===== config.mk =====
export PLATFORM = sky130hd
export DESIGN_NAME = c8cpu_ctrl
export DESIGN_NICKNAME = d
export VERILOG_FILES = /design/src/hw/rtl/assert_macros.svh /design/src/hw/rtl/c8cpu_pkg.sv /design/src/hw/rtl/c8cpu_ctrl.sv
export SDC_FILE = /design/constraint.sdc
export NUM_CORES = 1
export LEC_CHECK = 0
export ABC_AREA = 1
export BUFFER_PORTS_ARGS = -buffer_cell sky130_fd_sc_hd__buf_2
export CORE_UTILIZATION = 25
export DETAILED_ROUTE_END_ITERATION = 7
export GPL_TIMING_DRIVEN = 0
export PLACE_DENSITY_LB_ADDON = 0.3
export SLEW_MARGIN = 20
export SYNTH_ARGS = -nofsm -noshare
export SYNTH_HDL_FRONTEND = slang
export SYNTH_SLANG_ARGS = --single-unit

===== constraint.sdc =====
create_clock -name clk_i -period 1.9 [get_ports clk_i]
set_input_delay 0.38 -clock clk_i [delete_from_list [all_inputs] [get_ports clk_i]]
set_output_delay 0.38 -clock clk_i [all_outputs]
set_load 0.01 [all_outputs]

===== src/hw/rtl/assert_macros.svh =====
// assertion macros used by the rtl top level
// no dependencies
`ifndef ASSERT_MACROS_SVH
`define ASSERT_MACROS_SVH

// implication checked at every rising edge outside reset
`define ASSERT_CLK(lbl, clk, rst_n, prop) \
  lbl: assert property (@(posedge clk) disable iff (!rst_n) prop) \
    else $error("assertion failed");

// property that must never hold outside reset
`define ASSERT_NEVER(lbl, clk, rst_n, prop) \
  lbl: assert property (@(posedge clk) disable iff (!rst_n) !(prop)) \
    else $error("forbidden condition seen");

`endif


===== src/hw/rtl/c8cpu_pkg.sv =====
// types, constants and helper functions of the chip-8 processor
// no dependencies
package c8cpu_pkg;

  localparam int unsigned FontBytes = 80;
  localparam int unsigned Rows      = 32;
  localparam logic [11:0] StartPc   = 12'h200;

  localparam logic [1:0] FuncExec  = 2'd0;
  localparam logic [1:0] FuncWrite = 2'd1;
  localparam logic [1:0] FuncRow   = 2'd2;

  localparam logic [3:0] NibSys  = 4'h0;
  localparam logic [3:0] NibJp   = 4'h1;
  localparam logic [3:0] NibCall = 4'h2;
  localparam logic [3:0] NibSeq  = 4'h3;
  localparam logic [3:0] NibSne  = 4'h4;
  localparam logic [3:0] NibSeqr = 4'h5;
  localparam logic [3:0] NibLd   = 4'h6;
  localparam logic [3:0] NibAdd  = 4'h7;
  localparam logic [3:0] NibAlu  = 4'h8;
  localparam logic [3:0] NibSner = 4'h9;
  localparam logic [3:0] NibLdi  = 4'hA;
  localparam logic [3:0] NibJpv  = 4'hB;
  localparam logic [3:0] NibRnd  = 4'hC;
  localparam logic [3:0] NibDrw  = 4'hD;
  localparam logic [3:0] NibKey  = 4'hE;
  localparam logic [3:0] NibMisc = 4'hF;

  localparam logic [15:0] OpCls = 16'h00E0;
  localparam logic [15:0] OpRet = 16'h00EE;

  localparam logic [3:0] AluMov  = 4'h0;
  localparam logic [3:0] AluOr   = 4'h1;
  localparam logic [3:0] AluAnd  = 4'h2;
  localparam logic [3:0] AluXor  = 4'h3;
  localparam logic [3:0] AluAdd  = 4'h4;
  localparam logic [3:0] AluSub  = 4'h5;
  localparam logic [3:0] AluShr  = 4'h6;
  localparam logic [3:0] AluSubn = 4'h7;
  localparam logic [3:0] AluShl  = 4'hE;

  localparam logic [7:0] KeySkp  = 8'h9E;
  localparam logic [7:0] KeySknp = 8'hA1;

  localparam logic [7:0] FnGetDt   = 8'h07;
  localparam logic [7:0] FnWaitKey = 8'h0A;
  localparam logic [7:0] FnSetDt   = 8'h15;
  localparam logic [7:0] FnSetSt   = 8'h18;
  localparam logic [7:0] FnAddI    = 8'h1E;
  localparam logic [7:0] FnFont    = 8'h29;
  localparam logic [7:0] FnBcd     = 8'h33;
  localparam logic [7:0] FnDump    = 8'h55;
  localparam logic [7:0] FnLoad    = 8'h65;

  localparam logic [7:0] FONT [0:79] = '{
    8'hF0, 8'h90, 8'h90, 8'h90, 8'hF0, 8'h20, 8'h60, 8'h20, 8'h20, 8'h70,
    8'hF0, 8'h10, 8'hF0, 8'h80, 8'hF0, 8'hF0, 8'h10, 8'hF0, 8'h10, 8'hF0,
    8'h90, 8'h90, 8'hF0, 8'h10, 8'h10, 8'hF0, 8'h80, 8'hF0, 8'h10, 8'hF0,
    8'hF0, 8'h80, 8'hF0, 8'h90, 8'hF0, 8'hF0, 8'h10, 8'h20, 8'h40, 8'h40,
    8'hF0, 8'h90, 8'hF0, 8'h90, 8'hF0, 8'hF0, 8'h90, 8'hF0, 8'h10, 8'hF0,
    8'hF0, 8'h90, 8'hF0, 8'h90, 8'h90, 8'hE0, 8'h90, 8'hE0, 8'h90, 8'hE0,
    8'hF0, 8'h80, 8'h80, 8'h80, 8'hF0, 8'hE0, 8'h90, 8'h90, 8'h90, 8'hE0,
    8'hF0, 8'h80, 8'hF0, 8'h80, 8'hF0, 8'hF0, 8'h80, 8'hF0, 8'h80, 8'h80
  };

  typedef enum logic [4:0] {
    UOP_NONE, UOP_CLEAR, UOP_ACCEPT, UOP_DISPATCH, UOP_FETCH0, UOP_FETCH1,
    UOP_FETCH2, UOP_RDX, UOP_RDY, UOP_RD0, UOP_EXEC, UOP_WRVF, UOP_DRAW_RD,
    UOP_DRAW_XOR, UOP_DRAW_VF, UOP_BCD, UOP_DUMP_RD, UOP_DUMP_WR, UOP_LOAD_RD,
    UOP_LOAD_WR, UOP_TICK, UOP_RESULT
  } uop_e;

  typedef struct packed {
    uop_e        uop;
    logic        fire;
    logic [11:0] cnt;
  } cmd_t;

  typedef struct packed {
    logic [1:0]  func;
    logic [15:0] opcode;
  } stat_t;

  // binary to three bcd digits, shift and add-three
  function automatic logic [11:0] bin_to_bcd(input logic [7:0] v);
    logic [19:0] s;
    s = {12'd0, v};
    for (int i = 0; i < 8; i++) begin
      if (s[11:8] > 4'd4) s[11:8] = s[11:8] + 4'd3;
      if (s[15:12] > 4'd4) s[15:12] = s[15:12] + 4'd3;
      if (s[19:16] > 4'd4) s[19:16] = s[19:16] + 4'd3;
      s = {s[18:0], 1'b0};
    end
    return s[19:8];
  endfunction

  // highest held key
  function automatic logic [3:0] top_key(input logic [15:0] k);
    logic [3:0] r;
    r = 4'd0;
    for (int i = 0; i < 16; i++) begin
      if (k[i]) r = 4'(i);
    end
    return r;
  endfunction

endpackage


===== src/hw/rtl/c8cpu_ctrl.sv =====
// sequencer of the chip-8 processor: clearing pass, fetch, execute, loops
// depends on c8cpu_pkg
module c8cpu_ctrl (
  input  logic              clk_i,
  input  logic              rst_ni,
  input  logic              in_valid_i,
  output logic              in_ready_o,
  output logic              out_valid_o,
  input  logic              out_ready_i,
  input  c8cpu_pkg::stat_t  stat_i,
  output c8cpu_pkg::cmd_t   cmd_o
);
  typedef enum logic [4:0] {
    ST_CLEAR, ST_IDLE, ST_DISP, ST_F0, ST_F1, ST_F2, ST_RX, ST_RY, ST_R0,
    ST_EXEC, ST_VF, ST_DRD, ST_DXOR, ST_DVF, ST_BCD, ST_DMPR, ST_DMPW,
    ST_LDR, ST_LDW, ST_TICK, ST_DONE
  } state_e;

  state_e      state_q, state_d;
  logic [11:0] cnt_q, cnt_d;
  logic        out_valid_q, out_valid_d;
  logic [3:0]  nib, n, x;
  logic [7:0]  nn;
  logic        is_flag, slot_free, fire;

  assign nib = stat_i.opcode[15:12];
  assign x   = stat_i.opcode[11:8];
  assign n   = stat_i.opcode[3:0];
  assign nn  = stat_i.opcode[7:0];
  assign is_flag = (nib == c8cpu_pkg::NibAlu) &&
                   (n == c8cpu_pkg::AluAdd || n == c8cpu_pkg::AluSub ||
                    n == c8cpu_pkg::AluShr || n == c8cpu_pkg::AluSubn ||
                    n == c8cpu_pkg::AluShl);
  assign slot_free   = !out_valid_q || out_ready_i;
  assign in_ready_o  = (state_q == ST_IDLE);
  assign fire        = in_valid_i && in_ready_o;
  assign out_valid_o = out_valid_q;

  always_comb begin
    state_d     = state_q;
    cnt_d       = cnt_q;
    out_valid_d = out_valid_q && !out_ready_i;
    cmd_o.uop   = c8cpu_pkg::UOP_NONE;
    cmd_o.fire  = fire;
    cmd_o.cnt   = cnt_q;
    case (state_q)
      ST_CLEAR: begin
        cmd_o.uop = c8cpu_pkg::UOP_CLEAR;
        cnt_d = cnt_q + 12'd1;
        if (cnt_q == 12'hFFF) state_d = ST_IDLE;
      end
      ST_IDLE: begin
        cmd_o.uop = c8cpu_pkg::UOP_ACCEPT;
        if (fire) state_d = ST_DISP;
      end
      ST_DISP: begin
        cmd_o.uop = c8cpu_pkg::UOP_DISPATCH;
        state_d = (stat_i.func == c8cpu_pkg::FuncExec) ? ST_F0 : ST_DONE;
      end
      ST_F0: begin
        cmd_o.uop = c8cpu_pkg::UOP_FETCH0;
        state_d = ST_F1;
      end
      ST_F1: begin
        cmd_o.uop = c8cpu_pkg::UOP_FETCH1;
        state_d = ST_F2;
      end
      ST_F2: begin
        cmd_o.uop = c8cpu_pkg::UOP_FETCH2;
        state_d = ST_RX;
      end
      ST_RX: begin
        cmd_o.uop = c8cpu_pkg::UOP_RDX;
        state_d = ST_RY;
      end
      ST_RY: begin
        cmd_o.uop = c8cpu_pkg::UOP_RDY;
        state_d = ST_R0;
      end
      ST_R0: begin
        cmd_o.uop = c8cpu_pkg::UOP_RD0;
        state_d = ST_EXEC;
      end
      ST_EXEC: begin
        cmd_o.uop = c8cpu_pkg::UOP_EXEC;
        cnt_d = 12'd0;
        state_d = ST_TICK;
        if (nib == c8cpu_pkg::NibDrw) begin
          state_d = (n == 4'd0) ? ST_DVF : ST_DRD;
        end else if (is_flag) begin
          state_d = ST_VF;
        end else if (nib == c8cpu_pkg::NibMisc) begin
          if (nn == c8cpu_pkg::FnBcd) state_d = ST_BCD;
          else if (nn == c8cpu_pkg::FnDump) state_d = ST_DMPR;
          else if (nn == c8cpu_pkg::FnLoad) state_d = ST_LDR;
        end
      end
      ST_VF: begin
        cmd_o.uop = c8cpu_pkg::UOP_WRVF;
        state_d = ST_TICK;
      end
      ST_DRD: begin
        cmd_o.uop = c8cpu_pkg::UOP_DRAW_RD;
        state_d = ST_DXOR;
      end
      ST_DXOR: begin
        cmd_o.uop = c8cpu_pkg::UOP_DRAW_XOR;
        cnt_d = cnt_q + 12'd1;
        state_d = (cnt_q[3:0] == n - 4'd1) ? ST_DVF : ST_DRD;
      end
      ST_DVF: begin
        cmd_o.uop = c8cpu_pkg::UOP_DRAW_VF;
        state_d = ST_TICK;
      end
      ST_BCD: begin
        cmd_o.uop = c8cpu_pkg::UOP_BCD;
        cnt_d = cnt_q + 12'd1;
        if (cnt_q[1:0] == 2'd2) state_d = ST_TICK;
      end
      ST_DMPR: begin
        cmd_o.uop = c8cpu_pkg::UOP_DUMP_RD;
        state_d = ST_DMPW;
      end
      ST_DMPW: begin
        cmd_o.uop = c8cpu_pkg::UOP_DUMP_WR;
        cnt_d = cnt_q + 12'd1;
        state_d = (cnt_q[3:0] == x) ? ST_TICK : ST_DMPR;
      end
      ST_LDR: begin
        cmd_o.uop = c8cpu_pkg::UOP_LOAD_RD;
        state_d = ST_LDW;
      end
      ST_LDW: begin
        cmd_o.uop = c8cpu_pkg::UOP_LOAD_WR;
        cnt_d = cnt_q + 12'd1;
        state_d = (cnt_q[3:0] == x) ? ST_TICK : ST_LDR;
      end
      ST_TICK: begin
        cmd_o.uop = c8cpu_pkg::UOP_TICK;
        state_d = ST_DONE;
      end
      ST_DONE: begin
        if (slot_free) begin
          cmd_o.uop   = c8cpu_pkg::UOP_RESULT;
          out_valid_d = 1'b1;
          state_d     = ST_IDLE;
        end
      end
      default: state_d = ST_IDLE;
    endcase
  end

  always_ff @(posedge clk_i or negedge rst_ni) begin
    if (!rst_ni) begin
      state_q     <= ST_CLEAR;
      cnt_q       <= 12'd0;
      out_valid_q <= 1'b0;
    end else begin
      state_q     <= state_d;
      cnt_q       <= cnt_d;
      out_valid_q <= out_valid_d;
    end
  end
endmodule


After elaboration in Yosys (flattened, before gate mapping). Cells that the tools add are included.

Equal/unequal tests: 39. Multipliers: 0. Divide/modulo/power cells: 0. Magnitude comparators: 0. Multiplexer cells: 21. $add $sub $neg: 2. Shift operators: 0. Bitwise operators: 0. Reductions and logical operators: 17.

Operators with widths (count): 5-bit one-hot mux with 21 select lines (1); 5-bit one-hot mux with 20 select lines (1); 5-bit 2-to-1 mux (12); 5-bit by 4-bit == test with 1-bit output (second input constant) (8); 5-bit == test (second input constant) (5); 12-bit one-hot mux with 2 select lines (1); 5-bit by 3-bit == test with 1-bit output (second input constant) (4); 4-bit by 3-bit == test with 1-bit output (second input constant) (4); 4-bit == test (second input constant) (4); 8-bit by 7-bit == test with 1-bit output (second input constant) (2); 12-bit by 1-bit adder with 12-bit output (second input constant) (1); 12-bit == test (second input constant) (1); 5-bit by 2-bit == test with 1-bit output (second input constant) (2); 4-bit == test (2); 8-bit by 6-bit == test with 1-bit output (second input constant) (1); 3-bit 2-to-1 mux (2); 2-bit != test (second input constant) (3); 5-bit by 1-bit == test with 1-bit output (second input constant) (1); 5-bit zero test (1); 1-bit logical OR (5); 5-bit OR reduction (1); 4-bit zero test (1); 2-bit 2-to-1 mux (2); 4-bit AND reduction (1); 9 further kinds (13).

Input bits: 22. Bits in latches: 0. Output and inout bits: 20. ROM bits: 0. Memories: 0. Register bits: 18. Bits in writable memories: 0.

Longest topological paths before layout.
Word-level depth: 9. Mapped depth: 13. Mapped depth without buffers: 13.

Least setup slack after synthesis. No wires, ideal clock.

Path type: register to register. From: reg cnt_q[0]. To: reg state_q[0]. Buffers on the path: 0. Data required time: 1.835 ns. Arrival time: 1.507 ns. Stages on the path, launching flop included: 10. Path slack: 0.328 ns. Period minus slack after synthesis: 1.572 ns. Cell sequence: dfrtp_1 > ha_1 > nand2_1 > nor2_2 > nand3_1 > nor2_2 > nand3_1 > a21oi_2 > nand2_1 > nand2_1.

Word-level cells in the longest chain between the ends: 3. Elaborated cells on any way between the ends: 5.

Ends and longest elaborated chain: start, declared (RTL line c8cpu_ctrl.sv:20) `logic [11:0] cnt_q, cnt_d;`; start signal, assigned (RTL line c8cpu_ctrl.sv:160) `cnt_q <= cnt_d;`; 12-bit == test or 2-bit == test (tied branches) (RTL line c8cpu_ctrl.sv:50, c8cpu_ctrl.sv:118); 2-bit != test (no line); 4-bit AND reduction (no line) (*); end signal, assigned (RTL line c8cpu_ctrl.sv:159) `state_q <= state_d;`; end, declared (RTL line c8cpu_ctrl.sv:19) `state_e state_q, state_d;`.

Every way passes the cells marked *; elsewhere a longest branch is shown, timed or not. A chain may end at the register's enable or synchronous reset.

==> results.py <==
metrics = {
    "run_status": {
        "status": "complete, but fails checks",
        "violations": "setup timing",
    },
    "timing": {
        "whs_ps": 50.1,
        "finalHoldViolCount": 0,
        "relSlewSlack": 0.726,
        "rsz0062_at_grt": "yes",
        "fin_ws_ps": -28.2,
        "clock_skew_ps": 3.90,
        "fin_crit_sh": 1.01,
        "slew_viol_final": 0,
        "tightest_slew_ps": 411,
        "min_period_ps": 1930,
        "tns_ps": -56.4,
        "setup_violations": 3,
        "max_freq_mhz": 519,
    },
    "global_routing": {
        "grt_pass1_wl_mm": 8.54,
        "grt_max_degree": 19,
        "grt_pass1_vias": 1898,
        "grt.overflow.total": 0,
        "grtUsageTotal": 0.136,
        "antenna_found_initial": 0,
    },
    "yosys": {
        "synth_top_area_cell": "dfrtp_1",
        "seq_area_frac_synth": 0.238,
        "async_flop_share": 1.00,
        "synth.distinct_cells": 32,
        "syn_avg_cell_area_sq_um": 6.11,
        "ys.warnings.count": 0,
        "synth_common_cells": "nand2_1 (101), nor2_1 (47), inv_1 (46)",
        "syn_nets": 338,
        "synth_top_area_share": 0.238,
        "syn-instance-count": 310,
        "synth-seq-cells": 18,
        "synth_flop_cell": "dfrtp_1",
        "yosys-top-cells-area": "dfrtp_1 (24%), nand2_1 (20%), nor2_1 (9.3%)",
        "syn_area_sq_mm": 0.00190,
        "synth_edf_count": 0,
        "synth.most_common_cell": "nand2_1",
    },
    "detailed_routing": {
        "drt-initial-drc-count": 82,
        "vias_per_cell": 4.39,
        "wl_met2_mm": 2.53,
        "wl_met3_microns": 236,
        "first_pass_iters": 4,
        "drcViolationCount": 0,
        "wirelength_met1_mm": 2.48,
        "drt_wl_total_mm": 5.27,
        "vias": 2072,
        "routed.top_layer": "met4",
        "wire_per_inst_microns": 11.2,
        "ant_nets": 0,
    },
    "cts": {
        "cts_root_buf": "clkbuf_8",
        "cts-buffers-inserted": 3,
        "clkLatencyLatePin_ps": 250,
        "clk_path_buf_depth": 2,
        "cts_tree": "done",
        "clk_pin_slew_worst_paths_ps": 70,
        "cts.sinks": 18,
        "cts.htree.levels": 1,
    },
    "layout": {
        "fin_util": 0.347,
        "antenna_cells": 0,
        "nFillCells": 811,
        "synthToLayoutAreaGrowth_pct": 33.5,
        "layout-drive-gt1-share": 0.338,
        "finalNetCount": 402,
    },
    "die": {
        "initial_core_util": 0.260,
        "io_pins": 42,
        "die_x_microns": 89.1,
        "row_count": 31,
        "die-area_sq_mm": 0.00793,
        "coreArea_sq_mm": 0.00729,
        "die_h_microns": 89.1,
    },
    "placement": {
        "io_buffer_count": 41,
        "gp_congestion": 0.856,
        "dp_hpwl_mm": 4.11,
        "post-place-ws_ps": 59.5,
    },
    "pwr": {
        "power_mw": 3.50,
        "leakage_nw": 1.39,
        "p_per_area_mw_per_mm2": 1380,
        "ir_drop_v": 0.000682,
    },
    "critical_path": {
        "crit_fanout": 4,
        "startpoint": "state_q[0]$_DFFE_PN0P_",
        "start_kind": "register",
        "rr_worst_depth": 9,
        "ff2ff_setup_slack_ps": 230,
        "crit_required_ps": 1520,
        "r2r-start": "state_q[1]$_DFFE_PN0P_",
        "end_kind": "output pin",
        "critPathArrivalTime_ps": 1550,
        "timing_worst_setup_path_type": "reg -> out",
    },
    "min_path": {
        "hp-class": "in -> async",
    },
    "job": {
        "cap_violations": 0,
    },
}
final cells by class:
cell class              count  area (sq um)  share of cell area
inverters                  52           206              0.0816
flip-flops and latches     18           458               0.181
repair buffers             59           340               0.135
plain buffers               2          18.8             0.00742
multi-input cells         238          1330               0.525
well taps                  99           124              0.0490
clock buffers               4          55.1              0.0218
through the flow:
stage	area (sq um)	cells
2_1_floorplan	1900	310
3_3_place_gp	2220	450
3_5_place_dp	2220	450
4_1_cts	2460	468
5_1_grt	2530	472
6_report	2530	472
what timing repair did:
item                       CTS  global route
hold endpoints to repair     0             0
gates resized for setup     27            12
hold buffers                 0             0
pin swaps                    6             3
setup endpoints to repair    7             9
buffers inserted            14             4
final timing paths:
path | end
min in group clk_i | out_valid_o$_DFF_PN0_
worst min-delay path | cnt_q[1]$_DFFE_PN0P_
worst min register to register | cnt_q[5]$_DFFE_PN0P_
max in group asynchronous | cnt_q[0]$_DFFE_PN0P_
worst max register to register | cnt_q[7]$_DFFE_PN0P_
worst max-delay path | cmd_o[17]
power by group:
part           internal [mW]  switching [mW]
Clock                  0.184           0.131
Sequential             0.503           0.171
Combinational          0.988            1.52
critical path: stages, from the launching register on:
cell	delay [ps]
dfrtp_2	450
buf_4	150
nand2_2	100
a21oi_2	90
a211oi_2	260
nand2_1	100
buf_2	150
per-layer routing:
metal,track usage,vias up
met5,0,-
met4,0.0144,0
met3,0.0194,4
met2,0.248,46
met1,0.177,927
li1,-,1095
logic make-up after synthesis:
group / count (synthesis) / synth area share
xor gates and xnor gates: 6 / 0.0277
buffers and inverters: 54 / 0.115
AOI/OAI and AO/OA: 23 / 0.0891
and+or+nand+nor: 203 / 0.491
adders and majority gates: 6 / 0.0396
DFF: 18 / 0.238
sequential cells by signal, indices dropped and copies added (netlist names):
| signal | cells |
|---|---|
| out_valid_o | 1 |
| cnt_q | 12 |
| state_q | 5 |
placed cells by master (no fill, tap or decap), drive strengths merged:
cell type | synthesis | final
nand2 | 107 | 107
buf | 2 | 61
nor2 | 55 | 55
inv | 52 | 51
nand3 | 25 | 25
dfrtp | 18 | 18
a21oi | 10 | 10
nand4 | 8 | 8
ha | 6 | 6
nor3 | 6 | 6
o21ai | 6 | 6
xor2 | 5 | 5
clkbuf | 0 | 4
o22ai | 3 | 3
nor3b | 2 | 2
a211oi | 1 | 1
clkinvlp | 0 | 1
o211ai | 1 | 1
a31oi | 1 | 1
o31ai | 1 | 1
xnor2 | 1 | 1
No activity file was read; power rests on OpenSTA's default activity.
